[config.mk]
export PLATFORM = sky130hd
export DESIGN_NAME = spv_phase
export DESIGN_NICKNAME = d
export VERILOG_FILES = /design/src/sv/spv_pkg.sv /design/src/sv/spv_phase.sv
export SDC_FILE = /design/constraint.sdc
export NUM_CORES = 2
export LEC_CHECK = 0
export BUFFER_PORTS_ARGS = -buffer_cell sky130_fd_sc_hd__buf_4
export CAP_MARGIN = 20
export CORE_MARGIN = 2
export CORE_UTILIZATION = 55
export DETAILED_ROUTE_END_ITERATION = 12
export GPL_TIMING_DRIVEN = 0
export MAX_ROUTING_LAYER = met4
export PLACE_DENSITY = 0.71
export SYNTH_ARGS = -nofsm -noshare
export SYNTH_HDL_FRONTEND = slang
export SYNTH_SLANG_ARGS = --single-unit
[constraint.sdc]
create_clock -name clk -period 19.8 [get_ports clk]
set_clock_uncertainty 0.2 [all_clocks]
set_input_delay 1.98 -clock clk [delete_from_list [all_inputs] [get_ports clk]]
set_output_delay 1.98 -clock clk [all_outputs]
set_load 0.02 [all_outputs]
[src/sv/spv_pkg.sv]
`default_nettype none
// ----------------------------------------------------------------------------
// spv_pkg: shared types and constants for the sun position vector
// Fixed-point formats, elaboration-time constant builders and CORDIC tables.
// ----------------------------------------------------------------------------
package spv_pkg;

  localparam int ANGLE_FRACTION_BITS = 32;
  localparam int TRIG_STEPS = 32;
  localparam int RES_W = ANGLE_FRACTION_BITS - 2;
  localparam int OUT_W = 39;

  typedef logic signed [63:0] word_t;
  typedef logic [63:0] phase_t;

  typedef struct packed {
    logic signed [OUT_W-1:0] z;
    logic signed [OUT_W-1:0] y;
    logic signed [OUT_W-1:0] x;
  } result_t;

  localparam logic [63:0] HALF_PI = 64'h6487ED5110B4611A;
  localparam logic [63:0] QUARTER_PI = 64'h3243F6A8885A308D;
  localparam logic [55:0] EPOCH_Q32 = 56'(64'd2451545 << 32);

  function automatic logic [63:0] frac_bits(logic [63:0] num, logic [63:0] den, int bits);
    logic [63:0] rem;
    logic [63:0] q;
    rem = num;
    q = '0;
    for (int i = 0; i < bits; i++) begin
      rem = rem << 1;
      q = q << 1;
      if (rem >= den) begin
        rem = rem - den;
        q[0] = 1'b1;
      end
    end
    return q;
  endfunction

  function automatic logic [63:0] udiv(logic [63:0] n, logic [63:0] d);
    logic [64:0] rem;
    logic [63:0] q;
    rem = '0;
    q = '0;
    for (int b = 63; b >= 0; b--) begin
      rem = {rem[63:0], n[b]};
      q = q << 1;
      if (rem >= {1'b0, d}) begin
        rem = rem - {1'b0, d};
        q[0] = 1'b1;
      end
    end
    return q;
  endfunction

  function automatic logic [63:0] atan_entry(int i);
    logic [63:0] acc;
    logic [63:0] term;
    int e;
    acc = '0;
    if (i == 0) begin
      acc = QUARTER_PI;
    end else begin
      for (int k = 0; k < 32; k++) begin
        e = i * (2 * k + 1);
        if (e <= 62) begin
          term = udiv(64'd1 << (62 - e), 64'(2 * k + 1));
          if (k[0]) acc = acc - term;
          else acc = acc + term;
        end
      end
    end
    return acc;
  endfunction

  localparam logic [63:0] RATE = frac_bits(64'd999973583, 64'd365250000000, 64);
  localparam logic [63:0] M0 = frac_bits(64'd9931267, 64'd10000000, 64);
  localparam logic [63:0] LON0 = frac_bits(64'd7859444, 64'd10000000, 64);
  localparam logic [63:0] EQC1 = frac_bits(64'd6892, 64'd1296000, 64);
  localparam logic [63:0] EQC2 = frac_bits(64'd72, 64'd1296000, 64);
  localparam logic [63:0] GAIN =
    frac_bits(64'd607252935008881256, 64'd1000000000000000000, 62);
  localparam logic [63:0] COS_EPS =
    frac_bits(64'd917482062069181825, 64'd1000000000000000000, 62);
  localparam logic [63:0] SIN_EPS =
    frac_bits(64'd397777155931913714, 64'd1000000000000000000, 62);
  localparam logic [63:0] RAD0 = 64'd149619000000 << 16;
  localparam logic [63:0] RAD1 = 64'd2499000000 << 16;
  localparam logic [63:0] RAD2 = 64'd21000000 << 16;

endpackage
`default_nettype wire

[src/sv/spv_phase.sv]
`default_nettype none
// ----------------------------------------------------------------------------
// spv_phase: mean anomaly from Julian date
// Epoch offset, split rate multiply and wrapped Q0.64 sum, three stages.
// ----------------------------------------------------------------------------
module spv_phase (
  input  wire logic          clk,
  input  wire logic          rst,
  input  wire logic          en,
  input  wire logic          in_valid,
  input  wire logic [54:0]   date_q32,
  output logic               out_valid,
  output spv_pkg::phase_t    phase
);

  logic               v1, v2;
  logic signed [23:0] dh;
  logic [31:0]        dl;
  logic signed [56:0] pa;
  logic [31:0]        pb;
  logic [63:0]        pc;
  logic [31:0]        pd;
  logic [55:0]        d;
  logic signed [56:0] ph;
  logic [63:0]        pdl;
  logic [63:0]        sum;

  always_comb begin
    d = {1'b0, date_q32} - spv_pkg::EPOCH_Q32;
    ph = dh * $signed({1'b0, spv_pkg::RATE[63:32]});
    pdl = dl * spv_pkg::RATE[31:0];
    sum = spv_pkg::M0 + 64'(pa) + {pb, 32'd0} + pc + {32'd0, pd};
  end

  always_ff @(posedge clk) begin
    if (rst) begin
      v1 <= 1'b0;
      v2 <= 1'b0;
      out_valid <= 1'b0;
    end else if (en) begin
      v1 <= in_valid;
      v2 <= v1;
      out_valid <= v2;
    end
  end

  always_ff @(posedge clk) begin
    if (en) begin
      dh <= d[55:32];
      dl <= d[31:0];
      pa <= dh * $signed({1'b0, spv_pkg::RATE[31:0]});
      pb <= ph[31:0];
      pc <= dl * spv_pkg::RATE[63:32];
      pd <= pdl[63:32];
      phase <= {sum[63 -: spv_pkg::ANGLE_FRACTION_BITS],
                (64 - spv_pkg::ANGLE_FRACTION_BITS)'(0)};
    end
  end

endmodule
`default_nettype wire

==> out/qor.txt <==
HP Start: out_valid$_SDFFE_PP0P_
Worst Path Buf+Inv: 4
startpoint types: flip-flop
total track usage: 30.0%
Die ar.: 101000 um^2
DRT Wirelength: 142 mm
FILL cells: 8483
Area Overhead vs Synth: 6.79%
CTS Buffer Depth: 3
Iteration-0 DRC Markers: 2038
worst reg2reg path endpoint: pd[20]$_DFFE_PP_
htree depth: 2
fmax: 116 MHz
CTS Buf Count: 36
critical path capture point: pd[20]$_DFFE_PP_
post-route setup TNS: 0 ns
most common cell in the netlist: inv_1
Die Span Y: 319 um
Worst setup startpoint: dl[16]$_DFFE_PP_
synth unique cells: 74
fin util: 59.1%
CP Max Fanout: 12
Skew-Pair Late Insertion Delay: 0.62 ns
setup ws final: 11.21 ns
first-pass GRT wire length: 224 mm
wire per inst: 20.7 um
clk sinks: 255
largest area contributor in the netlist: fa_1
clk slew on worst S/H paths: 0.06 ns
Worst EP arrival: 8.70 ns
Max-Cap Viols: 0
CP required: 19.91 ns
First-pass DRT Iterations: 5
effective utilization at floorplan: 55.4%
flops & latches, synth: 255
RSZ-0062 raised after global routing: no
mapped cell area: 54400 um^2
Syn Area/Cell: 10.2 um^2
type of the most critical hold path: reg2reg
Post-synth top cells: inv_1 (1629), ha_1 (989), fa_1 (921)
Worst Setup Path Type: reg2reg
Post-synth EDFFs: 252
GR Overflow Total: 0
Vias: 36700
slew margin rel.: 27.0%
Final min period: 8.59 ns
Slowest Stage Delay on Critical Path: 0.96 ns
layout net count: 7492
initial antenna violation count: 1
CTS tree: yes
synth top area cells: fa_1 (34%), ha_1 (23%), edfxtp_1 (14%), inv_1 (11%), xnor2_1 (2.7%)
largest net degree at the start of global routing: 108
Core Box Area: 98300 um^2
Root Buffer: clkbuf_16
layout cell share with drive strength beyond 1: 3.87%
Resize count post-CTS: 0
Seq/Total Area, Yosys: 14.0%
HPWL after detailed placement: 124 mm
ys async rst share: 0%
critical path depth: 22
reg2reg setup slack: 11.21 ns
worst-margin pin slew: 1.08 ns
Final Slew Violations: 0
Final ANT Viol Nets: 0
gpl congestion: 1.00
fin crit share: 43.4%
Die X-Extent: 319 um
Crit path max-delay family: adder cells
number of global-route vias before repair: 39300
run status: complete, no violations
Remaining DRCs: 0
Reg-to-Reg Start: dl[16]$_DFFE_PP_
critical path's slowest cell: edfxtp_1
CP endpoint kind: flip-flop
Ports: 124
Post-Syn Instances: 5361
final hold violations: 0
# Post-CTS Setup Buffers: 0
row cnt: 115
pre-CTS WS: 11.40 ns
share of the synthesized area in the top cell type: 33.9%
Yosys warnings: 0
Via-to-Cell Ratio: 5.37
worst-path cell chain: ha_1 -> inv_1 -> fa_1 -> inv_1 -> ha_1 -> ha_1 -> fa_1 -> inv_1 -> fa_1 -> inv_1 -> fa_1 -> ha_1 -> a21o_1 -> a31o_1 -> or4b_1 -> a21oi_1 -> nor4_2 -> a21o_1 -> a21oi_1 -> o21ai_0 -> a31oi_1 -> a211oi_1
Setup Viol. Count Final: 0
post-cts hold buffer count: 0
Main synth FF type: edfxtp_1
input/output buffers: 91
Register-to-Register Path Depth: 22
-- cell type report --
type	instances	area [um^2]	area share, %
diodes	1	2.50	0.00431
plain buffers	62	353	0.607
clock buffers	37	905	1.56
clock inverters	29	312	0.536
inverters	1629	6110	10.5
multi-input cells	3446	40400	69.6
flip-flops and latches	255	7630	13.1
well taps	1287	1610	2.77
repair buffers	93	746	1.28
-- cells by family after synthesis --
| logic type | after synthesis | synth area share, % |
|---|---|---|
| adders and majority gates | 1910 | 56.6 |
| buffers and inverters | 1691 | 11.9 |
| AOI/OAI and AO/OA | 712 | 8.53 |
| and+or+nand+nor | 530 | 4.72 |
| xor gates and xnor gates | 257 | 4.14 |
| DFF | 255 | 14.0 |
| muxes | 5 | 0.0943 |
| other | 1 | 0.00689 |
-- stage by stage --
| step | cell area [um^2] | hold WS [ns] | instances |
|---|---|---|---|
| after global routing | 58100 | 0.352 | 6839 |
| after detailed placement | 56900 | 0.287 | 6772 |
| after floorplan | 54500 | 0.260 | 5392 |
| final | 58100 | 0.298 | 6839 |
| after CTS | 58100 | 0.301 | 6838 |
| after global placement | 56800 | 0.278 | 6770 |
-- routing by layer --
metal  vias to the layer above  global-route usage [%]  part of all wire [%]
met5                         -                       -                     0
met4                         0                    12.5                   5.0
met3                       296                    3.07                   4.3
met2                       910                    50.5                    49
met1                     18300                    37.1                    41
li1                      17200                       -                     -
-- sequential cells by signal, indices dropped and copies added, names as in the netlist --
signal,cells
pc,54
out_valid,1
v1,1
v2,1
pa,49
dh,24
phase,32
dl,32
pb,30
pd,31
-- worst min path at each step --
| stage | end | slack [ns] | depth (start not counted) |
|---|---|---|---|
| floorplan | v1$_SDFFE_PP0P_ | 0.26 | 2 |
| global placement | v2$_SDFFE_PP0P_ | 0.28 | 2 |
| detailed placement | out_valid$_SDFFE_PP0P_ | 0.29 | 2 |
| CTS | v1$_SDFFE_PP0P_ | 0.30 | 2 |
| global route | v1$_SDFFE_PP0P_ | 0.35 | 2 |
| finish | out_valid$_SDFFE_PP0P_ | 0.30 | 2 |
-- worst reg2reg max path: cells and delay by family (launching register included) --
family          cells  cell delay, ns
buf+inv             4            0.35
simple gates        2            1.09
fa+ha+maj           8            3.77
flops               1            0.96
compound gates      8            1.91
-- cells in the final DEF, fill, tap and decap left out, drive strengths merged, types with 7 or more instances in the layout --
master,count
o211ai,14
a21oi,217
or2,17
o21bai,39
and2,16
ha,989
conb,32
xor2,87
clkbuf,65
nand4,33
buf,127
a211oi,36
fa,921
o21a,42
nand3,56
a21o,132
o31ai,12
or3,9
a211o,9
nor2,132
nand2b,18
edfxtp,252
o21ai,106
and3,27
nor3,38
xnor2,170
nand2,136
a2111oi,8
a31oi,24
inv,1633
a311oi,7
nor4,8
nor2b,24
a21boi,11
clkinv,17
Power is not shown: default switching activity piles up to over one toggle a cycle in this logic, so the estimate is an artifact.
