[config.mk]
export PLATFORM = sky130hd
export DESIGN_NAME = spv_skid
export DESIGN_NICKNAME = d
export VERILOG_FILES = /design/src/sv/spv_pkg.sv /design/src/sv/spv_skid.sv
export SDC_FILE = /design/constraint.sdc
export NUM_CORES = 1
export LEC_CHECK = 0
export ABC_AREA = 1
export BUFFER_PORTS_ARGS = -buffer_cell sky130_fd_sc_hd__buf_4
export CELL_PAD_IN_SITES_DETAIL_PLACEMENT = 1
export CELL_PAD_IN_SITES_GLOBAL_PLACEMENT = 1
export CORE_ASPECT_RATIO = 1.4
export CORE_MARGIN = 4
export CORE_UTILIZATION = 35
export CTS_CLUSTER_DIAMETER = 30
export CTS_CLUSTER_SIZE = 30
export DETAILED_ROUTE_END_ITERATION = 12
export PLACE_DENSITY = 0.66
export SYNTH_ARGS = -nofsm -noshare
export SYNTH_HDL_FRONTEND = slang
export SYNTH_SLANG_ARGS = --single-unit
[constraint.sdc]
create_clock -name clk -period 13.7 [get_ports clk]
set_clock_uncertainty 0.1 [all_clocks]
set_input_delay 2.74 -clock clk [delete_from_list [all_inputs] [get_ports clk]]
set_output_delay 2.74 -clock clk [all_outputs]
set_load 0.05 [all_outputs]
[src/sv/spv_pkg.sv]
`default_nettype none
// ----------------------------------------------------------------------------
// spv_pkg: shared types and constants for the sun position vector
// Fixed-point formats, elaboration-time constant builders and CORDIC tables.
// ----------------------------------------------------------------------------
package spv_pkg;

  localparam int ANGLE_FRACTION_BITS = 32;
  localparam int TRIG_STEPS = 32;
  localparam int RES_W = ANGLE_FRACTION_BITS - 2;
  localparam int OUT_W = 39;

  typedef logic signed [63:0] word_t;
  typedef logic [63:0] phase_t;

  typedef struct packed {
    logic signed [OUT_W-1:0] z;
    logic signed [OUT_W-1:0] y;
    logic signed [OUT_W-1:0] x;
  } result_t;

  localparam logic [63:0] HALF_PI = 64'h6487ED5110B4611A;
  localparam logic [63:0] QUARTER_PI = 64'h3243F6A8885A308D;
  localparam logic [55:0] EPOCH_Q32 = 56'(64'd2451545 << 32);

  function automatic logic [63:0] frac_bits(logic [63:0] num, logic [63:0] den, int bits);
    logic [63:0] rem;
    logic [63:0] q;
    rem = num;
    q = '0;
    for (int i = 0; i < bits; i++) begin
      rem = rem << 1;
      q = q << 1;
      if (rem >= den) begin
        rem = rem - den;
        q[0] = 1'b1;
      end
    end
    return q;
  endfunction

  function automatic logic [63:0] udiv(logic [63:0] n, logic [63:0] d);
    logic [64:0] rem;
    logic [63:0] q;
    rem = '0;
    q = '0;
    for (int b = 63; b >= 0; b--) begin
      rem = {rem[63:0], n[b]};
      q = q << 1;
      if (rem >= {1'b0, d}) begin
        rem = rem - {1'b0, d};
        q[0] = 1'b1;
      end
    end
    return q;
  endfunction

  function automatic logic [63:0] atan_entry(int i);
    logic [63:0] acc;
    logic [63:0] term;
    int e;
    acc = '0;
    if (i == 0) begin
      acc = QUARTER_PI;
    end else begin
      for (int k = 0; k < 32; k++) begin
        e = i * (2 * k + 1);
        if (e <= 62) begin
          term = udiv(64'd1 << (62 - e), 64'(2 * k + 1));
          if (k[0]) acc = acc - term;
          else acc = acc + term;
        end
      end
    end
    return acc;
  endfunction

  localparam logic [63:0] RATE = frac_bits(64'd999973583, 64'd365250000000, 64);
  localparam logic [63:0] M0 = frac_bits(64'd9931267, 64'd10000000, 64);
  localparam logic [63:0] LON0 = frac_bits(64'd7859444, 64'd10000000, 64);
  localparam logic [63:0] EQC1 = frac_bits(64'd6892, 64'd1296000, 64);
  localparam logic [63:0] EQC2 = frac_bits(64'd72, 64'd1296000, 64);
  localparam logic [63:0] GAIN =
    frac_bits(64'd607252935008881256, 64'd1000000000000000000, 62);
  localparam logic [63:0] COS_EPS =
    frac_bits(64'd917482062069181825, 64'd1000000000000000000, 62);
  localparam logic [63:0] SIN_EPS =
    frac_bits(64'd397777155931913714, 64'd1000000000000000000, 62);
  localparam logic [63:0] RAD0 = 64'd149619000000 << 16;
  localparam logic [63:0] RAD1 = 64'd2499000000 << 16;
  localparam logic [63:0] RAD2 = 64'd21000000 << 16;

endpackage
`default_nettype wire

[src/sv/spv_skid.sv]
`default_nettype none
// ----------------------------------------------------------------------------
// spv_skid: two-entry output buffer
// Holds finished results and gives a registered advance to the pipeline.
// ----------------------------------------------------------------------------
module spv_skid (
  input  wire logic             clk,
  input  wire logic             rst,
  input  wire logic             in_valid,
  input  wire spv_pkg::result_t in_data,
  output logic                  advance,
  output logic                  out_valid,
  input  wire logic             out_ready,
  output spv_pkg::result_t      out_data
);

  logic [1:0]       count;
  spv_pkg::result_t e1;
  logic             push, pop;

  always_comb begin
    advance = (count != 2'd2);
    out_valid = (count != 2'd0);
    push = advance && in_valid;
    pop = out_valid && out_ready;
  end

  always_ff @(posedge clk) begin
    if (rst) begin
      count <= 2'd0;
    end else begin
      count <= count + 2'(push) - 2'(pop);
    end
  end

  always_ff @(posedge clk) begin
    if (pop) begin
      out_data <= push ? in_data : e1;
    end else if (push && count == 2'd0) begin
      out_data <= in_data;
    end
    if (push && !pop && count == 2'd1) begin
      e1 <= in_data;
    end
  end

endmodule
`default_nettype wire

==> results.tsv, run 1 <==
stage	metric	value	unit
critical_path	CP endpoint	count[1]	
finish	final cell count without fillers	1248	
critical_path	Max Fanout on Critical Path	65	
placement	Cells after DPL	1175	
timing	final worst-path cycle share	0.377	
critical_path	CP Cell Sequence	buf_4 -> nand2_4 -> nand2_4 -> buf_4 -> nand2_1 -> ha_1 -> inv_1 -> nand2_1 -> nand2_1 -> nand3_1 -> nand2_1 -> nor2_1	
timing	FMAX	194	MHz
logic_synthesis	share of the synthesized area in the top cell type	0.789	
critical_path	reg2reg start	count[0]	
logic_synthesis	Synthesis Warnings	0	
detailed_routing	drt first pass iters	4	
critical_path	Worst Setup End Kind	flop	
logic_synthesis	register bit count reported by yosys	236	
floorplanning	die height	197	um
timing	Final Setup Violations	0	
finish	P&R area growth vs syn	37.6	%
floorplanning	I/O pin cnt	240	
detailed_routing	# DRC	0	
critical_path	R2R cell count	13	
logic_synthesis	cell taking the most area after synthesis	edfxtp_1	
global_routing	vias in the first global route	6339	
critical_path	worst setup path class	input port to flop	
power	Leakage Power	0.00511	uW
cts	Clock Tree Buf Depth	3	
power	Pwr Total	3250	uW
placement	Final Wtd Congestion	0.735	
detailed_routing	Routed Wire Length	23700	um
floorplanning	die area	28100	sq um
logic_synthesis	Synth area leaders	edfxtp_1 (79%), nand2_1 (10%), nand3_1 (6.7%), buf_2 (1.2%), buf_4 (1.2%)	
global_routing	initial antenna violation count	1	
detailed_routing	vias post-DR	5933	
timing	Final Hold Viols	0	
timing	minimum hold slack	441	ps
finish	Multi-input gate area	1580	sq um
finish	layout cell share with drive strength beyond 1	0.338	
cts	clk slew on worst S/H paths	50	ps
critical_path	WP data required	14000	ps
cts	clk sink count	236	
critical_path	worst endpoint data arrival time	5460	ps
logic_synthesis	Synth Net Count	774	
logic_synthesis	Top FF cell, synth	edfxtp_1	
timing	PnR worst setup slack	8540	ps
global_routing	first-pass GRT wire length	35700	um
cts	CTS root buffer	clkbuf_16	
finish	fillers	2581	
finish	register area	7070	sq um
cts	clk_lat worst skew	510	ps
detailed_routing	Routed WL per cell	19.0	um
detailed_routing	initial drt markers	312	
detailed_routing	Final ANT Viol Nets	0	
critical_path	CP startpoint kind	input port	
logic_synthesis	Post-synth EDFFs	234	
finish	Final nets	1024	
critical_path	Slowest-stage cell, CP	buf_4	
timing	Pins Over Slew Limit	0	
placement	Post-DP HPWL	14900	um
timing	minimum clock period	5160	ps
floorplanning	Starting Density	0.358	
global_routing	largest net degree at the start of global routing	75	
placement	IO Port Bufs	239	
critical_path	CP startpoint	in_valid	
critical_path	max incr delay on CP	670	ps
global_routing	Total GRT Usage	0.164	
timing	TNS Setup	0	ps
cts	post-CTS resize count	0	
power	Power Density	265	nW/um^2
detailed_routing	Via density	4.75	
global_routing	GR Overflow Total	0	
critical_path	critical path's most frequent cell	nand2_1	
cts	TritonCTS buffer count	40	
logic_synthesis	mean post-synth cell area	13.7	sq um
logic_synthesis	Cell Area, Synth	8900	sq um
job	maxcap violations	0	
timing	RSZ-0062 raised after global routing	no	
placement	worst slack at placement	8010	ps
finish	antenna cells	0	
cts	CTS H-tree lvls	2	
timing	Slew @ Worst Pin	1040	ps
floorplanning	Site Rows	68	
cts	Setup Fix Bufs, Post-CTS	0	
run_status	status	finished, final reports clean	
logic_synthesis	Cells after Synth	652	
floorplanning	Die Width	143	um
power	Worst VDD drop	142	uV
cts	CTS tree	built	
logic_synthesis	count leader, synth	nand2_1	
cts	Post-CTS Hold Fix Bufs	0	
logic_synthesis	synth unique cells	16	
logic_synthesis	sequential share of the synthesized area	0.794	
floorplanning	core area	24800	sq um
timing	worst rel slew slack	0.304	
min_path	Hold Crit Class	flop to flop	
critical_path	r2r setup slk	10260	ps
critical_path	reg-to-reg endpoint	count[1]	
logic_synthesis	Commonest cells post-synth	nand2_1 (240), edfxtp_1 (234), nand3_1 (119)	
logic_synthesis	post-synthesis async set-or-reset flop share	0	
worst max-delay path: cells and delay by family:
family / cells / cell delay (ps)
adder cells (fa/ha/maj): 1 / 230
buffers and inverters: 3 / 840
AND/OR/NAND/NOR: 8 / 1500
power breakdown:
part | total [uW] | internal [uW] | switching [uW]
logic | 1140 | 263 | 873
registers | 1140 | 1060 | 72.7
clock network | 976 | 628 | 347
total | 3250 | 1960 | 1290
worst min-delay path by stage:
stage	from	end	slack, ps	depth (start not counted)
2_1_floorplan	e1[0]	out_data[0]	420	2
3_3_place_gp	e1[35]	out_data[35]	430	2
3_5_place_dp	e1[90]	out_data[90]	440	2
4_1_cts	e1[90]	out_data[90]	450	2
5_1_grt	e1[86]	out_data[86]	470	2
6_report	e1[90]	out_data[90]	440	2
kinds of logic (layout without fill, tap and decap cells):
logic type / after synthesis / count (layout) / share of synthesized area
AND/OR/NAND/NOR: 366 / 366 / 0.173
flip-flops: 236 / 236 / 0.794
buffers and inverters: 47 / 328 / 0.0305
AO/OA/AOI/OAI: 2 / 2 / 0.00112
adder cells (fa/ha/maj): 1 / 1 / 0.00141
area by class of cell:
| type | count | area share |
|---|---|---|
| clock buffer | 46 | 0.0853 |
| clock inverter | 27 | 0.0228 |
| inverter | 9 | 0.00296 |
| multi-input combinational | 369 | 0.129 |
| sequential | 236 | 0.577 |
| tap | 315 | 0.0322 |
| timing repair buffer | 246 | 0.151 |
metal layers:
layer,vias to the layer above,global-route usage,wire length [um]
met1,2894,0.193,9210
met3,36,0.0427,1490
met2,191,0.289,12500
met4,2,0.0539,512
met5,-,0,13
li1,2810,-,-
registers in the layout (all words and copies together), names as in the netlist:
name      flops
count         2
out_data    117
e1          117
through the flow:
stage / util / area, sq um
floorplan: - / 8900
global placement: 0.440 / 10900
detailed placement: 0.440 / 10900
CTS: 0.493 / 12200
global route: 0.493 / 12200
finish: 0.493 / 12200
placed cells by master (no fill, tap or decap), drive strengths merged:
cell type  count
a21oi          1
clkinv        11
clkbuf        46
nand2        242
edfxtp       234
nor2           4
dfxtp          2
bufinv         4
nand4          1
o21ai          1
clkinvlp       5
buf          246
nand3        119
ha             1
inv           16
Note: power is estimated with default switching activity, not from simulation.
==> inputs of run 2 (changes only) <==
==> constraint.sdc (replaced) <==
create_clock -name clk -period 5.4 [get_ports clk]
set_clock_uncertainty 0.1 [all_clocks]
set_input_delay 1.08 -clock clk [delete_from_list [all_inputs] [get_ports clk]]
set_output_delay 1.08 -clock clk [all_outputs]
set_load 0.05 [all_outputs]
==> results.tsv, run 2 (synthesized netlist as in run 1, its figures left out) <==
stage	metric	value	unit
min_path	cell depth of the worst hold path	2	
detailed_routing	Routed Wire Length	23700	um
finish	fin area	12500	sq um
power	Worst VDD drop	1170	uV
cts	TritonCTS buffer count	43	
global_routing	vias in the first global route	6435	
critical_path	CP Buf/Inv Count	2	
min_path	hold path startpoint	e1[12]	
timing	Final Setup Violations	0	
finish	commonest cells after routing, fill and taps aside	buf_4 (245), nand2_1 (240), edfxtp_1 (234)	
critical_path	CP Cell Sequence	buf_4 -> nand2_4 -> nand2_4 -> buf_4 -> nand2_1 -> nand2_1	
placement	Final Wtd Congestion	0.726	
floorplanning	die area	28100	sq um
critical_path	Slowest-stage cell, CP	nand2_4	
cts	Post-CTS Hold Fix Bufs	0	
detailed_routing	Routed WL per cell	18.9	um
floorplanning	Die Width	143	um
cts	clk sink count	236	
floorplanning	die height	197	um
critical_path	WP data required	5660	ps
critical_path	R2R cell count	7	
critical_path	r2r setup slk	2470	ps
finish	Final nets	1027	
finish	Top Registers	e1 (117), out_data (117), count (2)	
cts	clk slew on worst S/H paths	60	ps
critical_path	critical path's top delay family	simple AND/OR/NAND/NOR gates	
min_path	Hold Crit Class	flop to flop	
timing	Slew @ Worst Pin	1110	ps
global_routing	largest net degree at the start of global routing	118	
finish	layout cell share with drive strength beyond 1	0.343	
floorplanning	Starting Density	0.358	
job	maxcap violations	0	
cts	post-CTS resize count	0	
timing	TNS Setup	0	ps
global_routing	initial antenna violation count	0	
timing	Pins Over Slew Limit	0	
detailed_routing	vias post-DR	5950	
floorplanning	core area	24800	sq um
detailed_routing	Via density	4.75	
power	Power Density	692	nW/um^2
cts	clk_lat worst skew	500	ps
critical_path	Max Fanout on Critical Path	63	
placement	post-place instance area	10900	sq um
critical_path	reg2reg start	count[0]	
cts	CTS H-tree lvls	2	
timing	RSZ-0062 raised after global routing	no	
cts	CTS root buffer	clkbuf_16	
finish	Core Util, Final	0.503	
global_routing	GR Overflow Total	0	
finish	antenna cells	0	
critical_path	CP startpoint kind	input port	
timing	final worst-path cycle share	0.559	
cts	CTS tree	built	
floorplanning	I/O pin cnt	240	
floorplanning	Site Rows	68	
timing	minimum hold slack	435	ps
timing	worst rel slew slack	0.259	
placement	IO Port Bufs	239	
critical_path	reg-to-reg endpoint	out_data[6]	
critical_path	max incr delay on CP	720	ps
finish	most common cell after layout, fill and taps aside	buf_4	
critical_path	worst setup path class	input port to flop	
cts	Clock Tree Buf Depth	3	
detailed_routing	# DRC	0	
timing	Final Hold Viols	0	
timing	minimum clock period	3020	ps
cts	Setup Fix Bufs, Post-CTS	0	
global_routing	Total GRT Usage	0.165	
detailed_routing	drt first pass iters	4	
power	Leakage Power	0.00523	uW
critical_path	worst endpoint data arrival time	3280	ps
placement	Post-DP HPWL	14700	um
global_routing	first-pass GRT wire length	36100	um
critical_path	Worst Setup End Kind	flop	
run_status	status	finished, final reports clean	
timing	FMAX	331	MHz
min_path	Hold Path End	out_data[12]	
detailed_routing	Final ANT Viol Nets	0	
detailed_routing	initial drt markers	321	
finish	P&R area growth vs syn	40.5	%
-- run 2: routing by layer --
metal	GRT usage	vias to the layer above	share of wire
met5	0	-	0
met4	0.0535	0	0.025
met3	0.0381	38	0.055
met2	0.294	188	0.53
met1	0.197	2906	0.39
li1	-	2818	-
-- run 2: final cells by class --
class	count	area, sq um
flip-flops and latches	236	7070
well taps	315	394
clock buffers	48	1140
clock inverters	29	433
fillers	2582	12300
repair buffers	246	1860
inverters	9	36.3
multi-input cells	369	1580
-- run 2: through the flow --
stage | power [uW] | setup slack (ps) | cells
2_1_floorplan | 4920 | 302 | 652
3_3_place_gp | 5830 | 1840 | 1175
3_5_place_dp | 5860 | 1810 | 1175
4_1_cts | 8790 | 2300 | 1252
5_1_grt | 9030 | 2140 | 1252
6_report | 8660 | 2380 | 1252
-- run 2: worst max-delay path by stage --
| stage | start | endpoint | cells past startpoint |
|---|---|---|---|
| 2_1_floorplan | in_valid | out_data[0] | 4 |
| 3_3_place_gp | in_valid | out_data[6] | 6 |
| 3_5_place_dp | in_valid | out_data[6] | 6 |
| 4_1_cts | in_valid | out_data[6] | 6 |
| 5_1_grt | in_valid | out_data[6] | 6 |
| 6_report | in_valid | out_data[6] | 6 |
-- run 2: worst min-delay path, cell delays in order, from the launching register on --
cell      delay (ps)
edfxtp_1         310
nand3_1           70
nand2_1           60
-- run 2: power by group --
group / switching [uW] / internal, uW / total [uW]
registers: 168 / 2700 / 2870
clock network: 886 / 2000 / 2880
logic: 2230 / 677 / 2910
==> inputs of run 3 (changes only) <==
--- a/config.mk
+++ b/config.mk
@@ -5,7 +5,7 @@
 export SDC_FILE = /design/constraint.sdc
 export NUM_CORES = 1
 export LEC_CHECK = 0
-export ABC_AREA = 1
+export ABC_AREA = 0
 export BUFFER_PORTS_ARGS = -buffer_cell sky130_fd_sc_hd__buf_4
 export CELL_PAD_IN_SITES_DETAIL_PLACEMENT = 1
 export CELL_PAD_IN_SITES_GLOBAL_PLACEMENT = 1
@@ -15,7 +15,7 @@
 export CTS_CLUSTER_DIAMETER = 30
 export CTS_CLUSTER_SIZE = 30
 export DETAILED_ROUTE_END_ITERATION = 12
-export PLACE_DENSITY = 0.66
+export PLACE_DENSITY = 0.63
 export SYNTH_ARGS = -nofsm -noshare
 export SYNTH_HDL_FRONTEND = slang
 export SYNTH_SLANG_ARGS = --single-unit
==> constraint.sdc (replaced) <==
create_clock -name clk -period 2.9 [get_ports clk]
set_clock_uncertainty 0.1 [all_clocks]
set_input_delay 0.58 -clock clk [delete_from_list [all_inputs] [get_ports clk]]
set_output_delay 0.58 -clock clk [all_outputs]
set_load 0.05 [all_outputs]
==> results.tsv, run 3 <==
stage	metric	value	unit
run_status	status	finished, final reports clean	
logic_synthesis	Compound-Gate Fraction of Synth Area	0.00273	
floorplanning	Site Rows	68	
finish	final cell count without fillers	1018	
logic_synthesis	Commonest cells post-synth	edfxtp_1 (234), mux2_2 (88), mux2_4 (30)	
floorplanning	die area	27500	sq um
cts	clk sink count	236	
timing	Final Setup Violations	0	
job	maxcap violations	0	
global_routing	vias in the first global route	5391	
logic_synthesis	register bit count reported by yosys	236	
logic_synthesis	post-synthesis async set-or-reset flop share	0	
logic_synthesis	Post-synth EDFFs	234	
floorplanning	die height	195	um
logic_synthesis	Cell Area, Synth	8720	sq um
logic_synthesis	largest family of logic cells by synthesized area	multiplexers	
detailed_routing	Via density	4.65	
critical_path	worst endpoint data arrival time	2450	ps
finish	fin area	12400	sq um
cts	Clock Tree Buf Depth	3	
logic_synthesis	mux contribution to synthesized area	0.165	
global_routing	GR Overflow Total	0	
cts	post-CTS resize count	0	
timing	Slew @ Worst Pin	573	ps
finish	Final nets	789	
cts	CTS H-tree lvls	2	
logic_synthesis	mean post-synth cell area	22.7	sq um
critical_path	Max Fanout on Critical Path	30	
detailed_routing	Final ANT Viol Nets	0	
power	Reg power frac	0.367	
cts	CTS tree	built	
floorplanning	I/O pin cnt	240	
power	Int Power	8630	uW
global_routing	first-pass GRT wire length	30500	um
logic_synthesis	sequential share of the synthesized area	0.810	
global_routing	largest net degree at the start of global routing	59	
placement	Cells after DPL	937	
detailed_routing	Routed Wire Length	20200	um
placement	Final Wtd Congestion	0.743	
logic_synthesis	Top FF cell, synth	edfxtp_1	
cts	clk slew on worst S/H paths	50	ps
power	Psw	4110	uW
finish	P&R area growth vs syn	42.1	%
finish	Core Util, Final	0.504	
detailed_routing	Routed WL per cell	19.8	um
timing	minimum hold slack	147	ps
cts	CTS root buffer	clkbuf_16	
detailed_routing	vias post-DR	4734	
cts	TritonCTS buffer count	43	
logic_synthesis	Cells after Synth	384	
logic_synthesis	share of the synthesized area in the top cell type	0.806	
timing	Pins Over Slew Limit	0	
detailed_routing	# DRC	0	
placement	IO Port Bufs	239	
finish	most common cell after layout, fill and taps aside	buf_4	
logic_synthesis	synth unique cells	21	
timing	minimum clock period	2290	ps
power	Leakage Power	0.00483	uW
global_routing	initial antenna violation count	2	
min_path	Hold Crit Class	input port to flop	
critical_path	Worst Setup End Kind	flop	
detailed_routing	initial drt markers	148	
power	Power Density	1030	nW/um^2
finish	commonest cells after routing, fill and taps aside	buf_4 (243), edfxtp_1 (234), mux2_2 (87)	
power	Worst VDD drop	641	uV
timing	final worst-path cycle share	0.791	
logic_synthesis	Synth Area in Simple Gates	0.0108	
critical_path	WP data required	3060	ps
critical_path	worst setup path class	flop to flop	
power	Clk pwr share	0.364	
logic_synthesis	count leader, synth	edfxtp_1	
critical_path	CP startpoint kind	flop	
logic_synthesis	cell taking the most area after synthesis	edfxtp_1	
finish	Top Registers	e1 (117), out_data (117), count (2)	
logic_synthesis	area share of fa/ha/maj cells after synthesis	0.00143	
placement	Post-DP HPWL	13700	um
timing	FMAX	436	MHz
placement	post-place instance area	11000	sq um
cts	Setup Fix Bufs, Post-CTS	0	
power	Logic pwr share	0.269	
global_routing	Total GRT Usage	0.143	
floorplanning	Starting Density	0.355	
logic_synthesis	Synthesis Warnings	0	
cts	Post-CTS Hold Fix Bufs	0	
timing	Final Hold Viols	0	
floorplanning	Die Width	141	um
timing	TNS Setup	0	ps
cts	clk_lat worst skew	510	ps
logic_synthesis	Synth Net Count	506	
finish	layout cell share with drive strength beyond 1	0.630	
floorplanning	core area	24600	sq um
timing	worst rel slew slack	0.618	
detailed_routing	drt first pass iters	4	
logic_synthesis	Synth area leaders	edfxtp_1 (81%), mux2_2 (11%), mux2_4 (5.2%), buf_6 (0.52%), buf_2 (0.46%)	
logic_synthesis	Synth Area in XOR/XNOR	0	
timing	RSZ-0062 raised after global routing	no	
power	sw frac	0.323	
==> run 3: cell types whose count changed in the layout (fill, tap and decap cells not counted), moves of 3 or more <==
cell / before / now
buf_12: 1 / 7
bufinv_16: 10 / 3
clkinv_1: 4 / 7
clkinv_2: 2 / 10
clkinvlp_4: 5 / 2
diode_2: 0 / 3
inv_1: 8 / 0
mux2_2: 0 / 87
mux2_4: 0 / 31
nand2_1: 240 / 0
nand3_1: 119 / 1
==> run 3: layout make-up <==
cell class	count	area, sq um
Tap cell	315	394
Clock buffer	46	1090
Timing Repair Buffer	250	1960
Antenna cell	3	7.51
Fill cell	2319	12200
Clock inverter	32	269
Multi-Input combinational cell	136	1600
Sequential cell	236	7070
==> run 3: metrics by stage <==
| step | worst slack [ps] | power, uW |
|---|---|---|
| 5_1_grt | 453 | 13200 |
| 3_3_place_gp | 574 | 8130 |
| 2_1_floorplan | -1090 | 7070 |
| 4_1_cts | 560 | 12900 |
| 6_report | 607 | 12700 |
| 3_5_place_dp | 521 | 8220 |
==> run 3: final timing paths <==
kind         startpoint      endpoint  slack [ps]  cells past startpoint
max            count[0]  out_data[95]         610                      4
max reg2reg    count[0]  out_data[95]         610                      4
min                 rst      count[0]         150                      2
min reg2reg      e1[63]  out_data[63]         440                      1
==> run 3: worst max-delay path: stages, from the launching register on <==
cell and delay [ps]:
dfxtp_1 540, or2_4 230, nand3_4 430, buf_4 410, mux2_4 310
==> run 3: power by group through the flow <==
stage	clock (uW)	sequential, uW	combinational, uW
2_1_floorplan	0	6180	891
3_3_place_gp	0	4720	3410
3_5_place_dp	0	4740	3470
4_1_cts	4770	4690	3480
5_1_grt	4950	4730	3580
6_report	4640	4670	3430
==> run 3: cell families after synthesis <==
family / after synthesis
muxes: 118
AOI/OAI and AO/OA: 3
buffers and inverters: 12
and+or+nand+nor: 14
adders and majority gates: 1
DFF: 236
==> run 3: routing by layer <==
layer,track usage,share of wire,vias up
met5,0,0.00064,-
met4,0.0601,0.030,2
met3,0.0532,0.084,38
met2,0.246,0.53,172
met1,0.158,0.36,2403
li1,-,-,2119
